==> config.mk <==
export PLATFORM = sky130hd
export DESIGN_NAME = mpsk_cordic_stage
export DESIGN_NICKNAME = d
export VERILOG_FILES = /design/src/hw/rtl/mpsk_pkg.sv /design/src/hw/rtl/mpsk_cordic_stage.sv
export SDC_FILE = /design/constraint.sdc
export NUM_CORES = 1
export LEC_CHECK = 0
export BUFFER_PORTS_ARGS = -buffer_cell sky130_fd_sc_hd__buf_4
export CAP_MARGIN = 25
export CORE_MARGIN = 1
export CORE_UTILIZATION = 60
export DETAILED_ROUTE_END_ITERATION = 8
export PLACE_DENSITY = 0.85
export SLEW_MARGIN = 10
export SYNTH_ARGS = -nofsm -noshare
export SYNTH_HDL_FRONTEND = slang
export SYNTH_SLANG_ARGS = --single-unit
==> constraint.sdc <==
create_clock -name clk -period 34 [get_ports clk]
set_clock_uncertainty 0.2 [all_clocks]
set_input_delay 1.7 -clock clk [delete_from_list [all_inputs] [get_ports clk]]
set_output_delay 1.7 -clock clk [all_outputs]
set_load 0.05 [all_outputs]
==> src/hw/rtl/mpsk_pkg.sv <==
// shared types, constants and tables for the m-psk soft-bit demapper
// no dependencies; used by the interfaces, the cordic stage, the top level, the checker and the testbench
`default_nettype none

package mpsk_pkg;

  // field widths
  localparam int IQ_W      = 16;
  localparam int MAP_W     = 8;
  localparam int K_W       = 4;
  localparam int W_W       = 16;
  localparam int SOFT_W    = 17;
  localparam int K_MAX     = 8;

  // cordic geometry
  localparam int ACC_W           = 32;
  localparam int XY_W            = 33;
  localparam int PRE_SHIFT       = 14;
  localparam int CORDIC_STEPS    = 32;
  localparam int STEPS_PER_STAGE = 4;
  localparam int CORDIC_STAGES   = CORDIC_STEPS / STEPS_PER_STAGE;

  // operation codes
  localparam logic OP_DEMAP     = 1'b0;
  localparam logic OP_MAP_WRITE = 1'b1;

  // bits_per_symbol limits and reset value
  localparam logic [K_W-1:0] K_RESET = 4'd2;
  localparam logic [K_W-1:0] K_LO    = 4'd1;
  localparam logic [K_W-1:0] K_HI    = 4'd8;

  // weight of 1.0 in q1.15
  localparam logic [W_W:0]              W_ONE    = 17'd32768;
  localparam logic signed [SOFT_W-1:0]  SOFT_MAX = 17'sd32768;
  localparam logic signed [SOFT_W-1:0]  SOFT_MIN = -17'sd32768;

  typedef logic signed [XY_W-1:0] xy_t;

  // rotating vector and phase accumulator
  typedef struct packed {
    xy_t              x;
    xy_t              y;
    logic [ACC_W-1:0] acc;
  } cordic_t;

  // item fields that ride alongside the cordic vector
  typedef struct packed {
    logic             opcode;
    logic             zero;
    logic [MAP_W-1:0] map_index;
    logic [MAP_W-1:0] map_value;
    logic [W_W-1:0]   w;
  } side_t;

  // atan(2^-s) in units of 2^-32 of a turn
  function automatic logic [ACC_W-1:0] atan_turn(input int s);
    case (s)
      0:       return 32'h2000_0000;
      1:       return 32'h12E4_051E;
      2:       return 32'h09FB_385B;
      3:       return 32'h0511_11D4;
      4:       return 32'h028B_0D43;
      5:       return 32'h0145_D7E1;
      6:       return 32'h00A2_F61E;
      7:       return 32'h0051_7C55;
      8:       return 32'h0028_BE53;
      9:       return 32'h0014_5F2F;
      10:      return 32'h000A_2F98;
      11:      return 32'h0005_17CC;
      12:      return 32'h0002_8BE6;
      13:      return 32'h0001_45F3;
      14:      return 32'h0000_A2FA;
      15:      return 32'h0000_517D;
      16:      return 32'h0000_28BE;
      17:      return 32'h0000_145F;
      18:      return 32'h0000_0A30;
      19:      return 32'h0000_0518;
      20:      return 32'h0000_028C;
      21:      return 32'h0000_0146;
      22:      return 32'h0000_00A3;
      23:      return 32'h0000_0051;
      24:      return 32'h0000_0029;
      25:      return 32'h0000_0014;
      26:      return 32'h0000_000A;
      27:      return 32'h0000_0005;
      28:      return 32'h0000_0003;
      29:      return 32'h0000_0001;
      30:      return 32'h0000_0001;
      default: return '0;
    endcase
  endfunction

  // low k bits set
  function automatic logic [K_MAX-1:0] bit_mask(input logic [K_W-1:0] k);
    logic [K_MAX-1:0] m;
    for (int b = 0; b < K_MAX; b++) begin
      m[b] = (b < int'(k));
    end
    return m;
  endfunction

endpackage

`default_nettype wire

==> src/hw/rtl/mpsk_cordic_stage.sv <==
// one register stage of the vectoring cordic: a fixed run of micro-rotations
// depends on mpsk_pkg; instantiated by mpsk_soft_bit_demapper
`default_nettype none

module mpsk_cordic_stage import mpsk_pkg::*; #(
  parameter int FIRST = 0
) (
  input  logic    clk,
  input  logic    rst,
  input  logic    up_valid,
  input  cordic_t up_vec,
  input  side_t   up_side,
  output logic    up_ready,
  output logic    dn_valid,
  output cordic_t dn_vec,
  output side_t   dn_side,
  input  logic    dn_ready
);

  cordic_t vec_next;

  // micro-rotations FIRST .. FIRST+STEPS_PER_STAGE-1, driving y towards zero
  always_comb begin
    cordic_t v;
    xy_t     dx;
    xy_t     dy;
    v = up_vec;
    for (int n = 0; n < STEPS_PER_STAGE; n++) begin
      dx = $signed(v.y) >>> (FIRST + n);
      dy = $signed(v.x) >>> (FIRST + n);
      if ($signed(v.y) > 0) begin
        v.x   = v.x + dx;
        v.y   = v.y - dy;
        v.acc = v.acc + atan_turn(FIRST + n);
      end else begin
        v.x   = v.x - dx;
        v.y   = v.y + dy;
        v.acc = v.acc - atan_turn(FIRST + n);
      end
    end
    vec_next = v;
  end

  assign up_ready = !dn_valid || dn_ready;

  // stage valid
  always_ff @(posedge clk) begin
    if (rst) begin
      dn_valid <= 1'b0;
    end else if (up_ready) begin
      dn_valid <= up_valid;
    end
  end

  // stage payload
  always_ff @(posedge clk) begin
    if (up_valid && up_ready) begin
      dn_vec  <= vec_next;
      dn_side <= up_side;
    end
  end

endmodule

`default_nettype wire

# Word level (Yosys, flattened, before mapping)
# Cells that the tools add are included.
# Widths: inputs -> output; s select.
[totals]
regBits = 133
input_bits = 136
output_inout_bits = 134
elab_cells = 51
[classes]
n_addsub = 23
n_lt_le_gt_ge = 4
muxes = 12
n_reduce_logical = 3
[ops]
columns = ["operator", "count"]
rows = [
  ["$mux 98", 4],
  ["$mux 32", 8],
  ["$gt 33x1->1 const B", 4],
  ["$add 32x32->32", 4],
  ["$sub 32x32->32", 4],
  ["$add 33x30->33", 2],
  ["$add 33x31->33", 2],
  ["$add 33x32->33", 2],
  ["$sub 33x30->33", 2],
  ["$sub 33x31->33", 2],
  ["$sub 33x32->33", 2],
  ["$sub 33x33->33", 2],
  ["$add 33x33->33", 1],
  ["$logic_and 1x1->1", 1],
  ["$logic_not 1->1", 1],
  ["$logic_or 1x1->1", 1],
]

# Logic depth before layout (Yosys ltp)
# Gate-level depths: netlist of run 1.
[logic_depth]
word_depth = 16
mapped_depth = 76
depth_no_buf = 70

# Least setup slack after synthesis of run 1
# No wires, ideal clock.
[synth_timing]
kind = "input port to flip-flop"
start = "input port up_vec[32] (netlist name)"
end = "register dn_vec[31] (netlist name) (data pin)"
setup_ns = 0.268
t_arrival_ns = 18.682
required_ns = 33.532
slack_ns = 14.851
cell_stages = 72
n_path_buf = 4
cell_sequence = "ha_1 > inv_1 > fa_1 > o21ba_1 > a2111o_1 > a211oi_2 > o21ai_2 > o31a_1 > o21a_1 > xnor2_1 > a31oi_1 > a2111o_1 > nor4b_2 > a31oi_1 > clkinv_1 > buf_1 > nor2_1 > xnor2_1 > [36 not listed] > inv_1 > ha_1 > inv_1 > o21bai_1 > a21o_1 > a21oi_1 > o21ai_0 > nand4_1 > a32oi_1 > a41oi_1 > o311ai_0 > a31oi_1 > o21bai_1 > a2111oi_0 > or3_1 > o21a_1 > o21ai_0 > xnor3_1"
[synth_rtl]
columns = ["item", "line_no", "rtl"]
rows = [
  ["start, declared", "mpsk_cordic_stage.sv:11", "input cordic_t up_vec,"],
  ["end signal, assigned", "mpsk_cordic_stage.sv:58", "dn_vec <= vec_next;"],
  ["end, declared", "mpsk_cordic_stage.sv:15", "output cordic_t dn_vec,"],
]

==> results of run 1 <==
metal layers:
metal | wire [um] | share of wire (%) | global-route usage, %
met5 | 0 | 0 | 0
met4 | 1610 | 2.2 | 8.00
met3 | 4680 | 6.3 | 2.57
met2 | 33700 | 45 | 49.9
met1 | 34400 | 46 | 42.3
Yosys cell counts, types with 11 or more instances:
cell type	number
ha_1	387
xnor2_1	325
nor2_1	321
a21oi_1	317
o21ai_0	233
inv_1	232
nand2_1	217
edfxtp_1	132
nor3_1	128
xor2_1	128
a21o_1	93
nand3_1	66
o21a_1	60
clkbuf_1	52
a211oi_1	49
nand2b_1	47
nor2b_1	47
o21bai_1	44
or3_1	44
nor4_1	38
a31oi_1	37
o211ai_1	37
nand4_1	36
or2_2	35
mux2i_1	31
and3_1	30
and2_1	28
o31ai_1	27
buf_2	22
a21boi_0	19
nor3_2	17
or4_1	16
nor3b_1	15
a211o_1	13
a311oi_1	13
buf_1	13
fa_1	13
o311ai_0	13
o41ai_1	13
and4_1	11
o211a_1	11
through the flow:
step           setup slack [ns]  instance area [um^2]  util, %
6_report                  11.04                 30800     67.8
3_3_place_gp              11.43                 30100     66.4
5_1_grt                    9.67                 30800     67.8
4_1_cts                   11.45                 30800     67.8
3_5_place_dp              11.05                 30100     66.4
2_1_floorplan             14.85                 27600        -
area by class of cell:
type	instances	area (um^2)
Fill cell	3898	14600
Clock buffer	17	425
Multi-Input combinational cell	3122	22400
Sequential cell	133	3980
Timing Repair Buffer	280	2100
Clock inverter	15	201
Inverter	238	893
Tap cell	600	751
state kept, by name, summed over array words and instances (netlist names):
register  flops
dn_side      34
dn_valid      1
dn_vec       98
worst min-delay path: stages (launching register included):
cell      delay, ns
dfxtp_1        0.32
nand2b_1       0.13
a21oi_1        0.09
placed cells by master (no fill, tap or decap), drive strengths merged, types with 27 or more instances in the layout:
master,n
inv,242
a211oi,57
nand3,66
o21ai,238
nand2,217
o21a,60
nand2b,47
or3,44
o31ai,27
nor3,145
nand4,36
a31oi,37
nor2b,47
or2,35
xor2,128
nor2,322
buf,280
xnor2,325
a21oi,317
o21bai,44
ha,387
mux2i,31
and2,28
a21o,93
nor4,38
and3,30
o211ai,37
edfxtp,132
cells by family (layout without fill, tap and decap cells):
kind of cell	count (synthesis)	in the layout
AO/OA/AOI/OAI	1103	1103
flip-flops	133	133
buffers and inverters	328	550
AND/OR/NAND/NOR	1132	1132
adder cells (fa/ha/maj)	400	400
XOR/XNOR	455	455
multiplexers	32	32
worst max path at each step:
stage | start | end | depth (start not counted)
5_1_grt | up_vec[33] | dn_vec[31] | 73
6_report | up_vec[33] | dn_vec[31] | 72
4_1_cts | up_vec[33] | dn_vec[31] | 72
3_3_place_gp | up_vec[33] | dn_vec[31] | 72
3_5_place_dp | up_vec[33] | dn_vec[31] | 72
2_1_floorplan | up_vec[32] | dn_vec[31] | 72
==> summary.md, run 1 <==
| Metric | Value |
|---|---|
| Main synth FF type | `edfxtp_1` |
| RSZ-0062 raised after global routing | `no` |
| Worst skew pair latency | `0.44 ns` |
| Cells after DPL | `4373` |
| Die area | `46900 um^2` |
| Delay-heaviest family, CP | `compound AO/OA/AOI/OAI gates` |
| DIE WIDTH | `217 um` |
| Core region area | `45400 um^2` |
| Routed Antenna Nets | `0` |
| Crit path buf inv count | `13` |
| Yosys cell types | `93` |
| Yosys top cell by area | `ha_1` |
| Worst Setup End Kind | `flop` |
| Port bufs | `269` |
| Inserted Clock Buffers | `17` |
| HP Class | `flop to flop` |
| Initial drt markers | `2297` |
| Worst Hold Launch | `dn_valid` |
| Initial Util | `60.9%` |
| Clock buffer depth | `2` |
| Status | `finished clean` |
| CP required | `34.00 ns` |
| Layout area overhead | `11.3%` |
| Crit Path Max Fanout | `73` |
| Post-synthesis sequential area ratio | `14.4%` |
| Post-CTS Setup Inserts | `0` |
| Via density | `6.22` |
| TritonCTS clock tree | `built` |
| Crit share post-route | `67.5%` |
| Worst Max-Slew Pin Slew | `1.05 ns` |
| Non-filler instance count after layout | `4405` |
| Post-synthesis compound-gate area fraction | `26.1%` |
| Final estimated routing congestion in global placement | `0.964` |
| Reg2reg start | `dn_valid` |
| Adder-cell share of the synthesized area | `18.5%` |
| Residual DRC | `0` |
| CTS H-tree depth | `4` |
| Fin crit period | `22.96 ns` |
| DR WL/cell | `16.9 um` |
| Internal reg-to-reg setup slack | `31.46 ns` |
| Rel. slew slack | `28.4%` |
| Synth async-reset ratio | `0%` |
| Ranking of synthesized cells by area | `ha_1 18%, edfxtp_1 14%, xnor2_1 10%` |
| Mean Syn Cell Area | `7.71 um^2` |
| DR vias | `27400` |
| Worst hold-check slack | `0.381 ns` |
| Largest family of logic cells by synthesized area | `compound AO/OA/AOI/OAI gates` |
| Total routed wirelength | `74400 um` |
| Worst Reg-to-Reg Cells | `3` |
| Simple-gate portion of the synthesized area | `20.8%` |
| CTS Hold Bufs | `0` |
| I/O Pins | `270` |
| CTS-repair resized insts | `0` |
| Post-synthesis xor/xnor area fraction | `14.5%` |
| Setup Crit Path Kind | `input pin to flop` |
| Nets | `4328` |
| CP Launch Type | `input pin` |
| Die Ht | `217 um` |
| Slew Limit Fails | `0` |
| Crit path DAT | `22.96 ns` |
| Yosys warning total | `0` |
| Diode count | `0` |
| Hpwl dp | `60800 um` |
| Mapped Nets | `4119` |
| Initial antenna violation count | `0` |
| Wire length of the first global-routing pass | `120000 um` |
| RR Endpoint | `dn_vec[91]` |
| Final Hold Viols | `0` |
| Tot GR Track Use | `30.3%` |
| Setup_tns | `0 ns` |
| WHS Path Cells | `2` |
| Post-synth top area share | `17.5%` |
| Number of flops mapped to enable cells by yosys | `132` |
| CTS clk-pin slew, worst paths | `0.08 ns` |
| Post-Synthesis Cells | `3583` |
| Crit-path max cell delay | `0.93 ns` |
| FP Rows | `78` |
| Clock sink count | `133` |
| Grt ovf | `0` |
| Yosys reg bits | `133` |
| Setup Viol. Count Final | `0` |
| Vias in the first global route | `24600` |
| Maximum number of pins on one net before global-route repair | `78` |
| Cell area after synthesis | `27600 um^2` |
| Max Clock Freq | `43.5 MHz` |
| Slowest CP cell | `a2111oi_0` |
| Drt first pass iters | `6` |
| Mux contribution to synthesized area | `1.16%` |
| Max_cap viols | `0` |
| Hold path endpoint | `dn_valid` |
| CP dominant cell by count | `buf_4` |
| Share of cells above drive strength 1 | `10.8%` |
| CTS Root Cell | `clkbuf_16` |
Power of run 1 is left out: the tool's default activity adds up to more than one toggle a clock period on the data nets, which glitch-free logic cannot reach.
==> run 2: changes to the inputs <==
--- a/config.mk
+++ b/config.mk
@@ -8,9 +8,9 @@
 export BUFFER_PORTS_ARGS = -buffer_cell sky130_fd_sc_hd__buf_4
 export CAP_MARGIN = 25
 export CORE_MARGIN = 1
-export CORE_UTILIZATION = 60
+export CORE_UTILIZATION = 57
 export DETAILED_ROUTE_END_ITERATION = 8
-export PLACE_DENSITY = 0.85
+export PLACE_DENSITY = 0.84
 export SLEW_MARGIN = 10
 export SYNTH_ARGS = -nofsm -noshare
 export SYNTH_HDL_FRONTEND = slang
==> constraint.sdc (replaced) <==
create_clock -name clk -period 19.81 [get_ports clk]
set_clock_uncertainty 0.2 [all_clocks]
set_input_delay 0.9905 -clock clk [delete_from_list [all_inputs] [get_ports clk]]
set_output_delay 0.9905 -clock clk [all_outputs]
set_load 0.05 [all_outputs]
==> run 2 against run 1 <==
  * Hold slack worse by 0.0013 ns
  * Non-clock buffer count up 24
  * Register-to-register slack worse by 14 ns
  * Critical path type unchanged
  * Global-route usage down 0.94 points
  * Highest routed layer is now met5
==> summary.md, run 2 (synthesized netlist as in run 1, its figures left out) <==
| Metric | Value |
|---|---|
| Status | `finished clean` |
| DIE WIDTH | `222 um` |
| Max reg flops | `98` |
| Residual DRC | `0` |
| Maximum number of pins on one net before global-route repair | `76` |
| CP required | `19.89 ns` |
| Worst skew pair latency | `0.44 ns` |
| Routed Antenna Nets | `0` |
| Diode count | `0` |
| Worst Setup End Kind | `flop` |
| HP Class | `flop to flop` |
| DR vias | `27400` |
| Die area | `49400 um^2` |
| Reg2reg start | `dn_valid` |
| Worst Max-Slew Pin Slew | `0.920 ns` |
| Tot GR Track Use | `29.3%` |
| Critical Path Start | `up_vec[32]` |
| Wire length of the first global-routing pass | `121000 um` |
| Slowest CP cell | `o41ai_1` |
| Via density | `6.17` |
| Fin crit period | `18.59 ns` |
| Crit path DAT | `18.67 ns` |
| RSZ-0062 raised after global routing | `no` |
| Drt first pass iters | `6` |
| CTS Root Cell | `clkbuf_16` |
| I/O Pins | `270` |
| Vias in the first global route | `24700` |
| Slew Limit Fails | `0` |
| Crit path buf inv count | `9` |
| Instance count on the critical path | `71` |
| Setup Viol. Count Final | `0` |
| CP Launch Type | `input pin` |
| Inserted Clock Buffers | `17` |
| FP Rows | `80` |
| Clock sink count | `133` |
| Share of cells above drive strength 1 | `11.4%` |
| Rel. slew slack | `37.1%` |
| Nets | `4352` |
| Max_cap viols | `0` |
| Initial Util | `57.9%` |
| TritonCTS clock tree | `built` |
| Most common cell after layout, fill and taps aside | `ha_1` |
| Delay-heaviest family, CP | `compound AO/OA/AOI/OAI gates` |
| Die Ht | `222 um` |
| Fill cells | `4206` |
| DR WL/cell | `17.0 um` |
| Setup Crit Path Kind | `input pin to flop` |
| Setup_tns | `0 ns` |
| Layout area overhead | `12.0%` |
| Hpwl dp | `61800 um` |
| Most flop-heavy register | `dn_vec` |
| Largest regs | `dn_vec x98, dn_side x34, dn_valid x1` |
| Worst Reg-to-Reg Cells | `3` |
| Crit Path Max Fanout | `23` |
| Max Clock Freq | `53.8 MHz` |
| Grt ovf | `0` |
| Final Hold Viols | `0` |
| Internal reg-to-reg setup slack | `17.18 ns` |
| Initial drt markers | `2306` |
| Crit share post-route | `93.8%` |
| CTS H-tree depth | `4` |
| RR Endpoint | `dn_vec[57]` |
| CP dominant cell by count | `o21ai_0` |
| Final estimated routing congestion in global placement | `0.952` |
| Crit-path max cell delay | `0.62 ns` |
| Clock buffer depth | `2` |
| Port bufs | `269` |
| Total routed wirelength | `75400 um` |
| Commonest non-fill, non-tap cells in the layout | `387 x ha_1, 325 x xnor2_1, 321 x nor2_1` |
| Core region area | `47700 um^2` |
| Critical Path Sink | `dn_vec[64]` |
| Initial antenna violation count | `1` |
| CTS clk-pin slew, worst paths | `0.07 ns` |
## run 2: area by class of cell
class / count / area (um^2) / share of cell area, %
clock inverters: 15 / 175 / 0.566
well taps: 615 / 769 / 2.49
flip-flops and latches: 133 / 3980 / 12.9
multi-input cells: 3122 / 22400 / 72.4
repair buffers: 304 / 2300 / 7.42
clock buffers: 17 / 425 / 1.37
inverters: 238 / 897 / 2.90
## run 2: worst min-delay path by stage
stage / startpoint / end / slack [ns] / depth (start not counted)
after floorplan: rst / dn_valid / 0.86 / 1
after global placement: dn_valid / dn_valid / 0.34 / 2
after detailed placement: dn_valid / dn_valid / 0.38 / 2
after CTS: dn_valid / dn_valid / 0.39 / 2
after global routing: dn_valid / dn_valid / 0.41 / 2
final: dn_valid / dn_valid / 0.38 / 2
## run 2: worst min-delay path, stage by stage, from the launching register on
cell and delay, ns:
dfxtp_1 0.33, nand2b_1 0.13, a21oi_1 0.08
## run 2: what timing repair did
action                                  CTS  global route
hold buffers                              0             0
resized for setup                         0             7
setup buffers                             0             9
endpoints found under the setup margin    0            15
## run 2: per-layer routing
metal,vias to the layer above,routed length [um],track usage [%]
li1,13600,-,-
met1,12700,35200,41.3
met2,958,33800,47.7
met3,129,4430,2.53
met4,2,1960,8.45
met5,-,13,0
## run 2: through the flow
stage	hold slack, ns	util [%]	instances	instance area [um^2]	worst slack [ns]
after floorplan	0.860	-	3583	27600	1.37
after global placement	0.345	63.4	4402	30300	0.899
after detailed placement	0.377	63.4	4402	30300	0.639
after CTS	0.388	64.6	4434	30900	1.03
after global routing	0.407	64.8	4444	31000	0.0482
final	0.380	64.8	4444	31000	1.22
Power of run 2 is left out for the same reason.
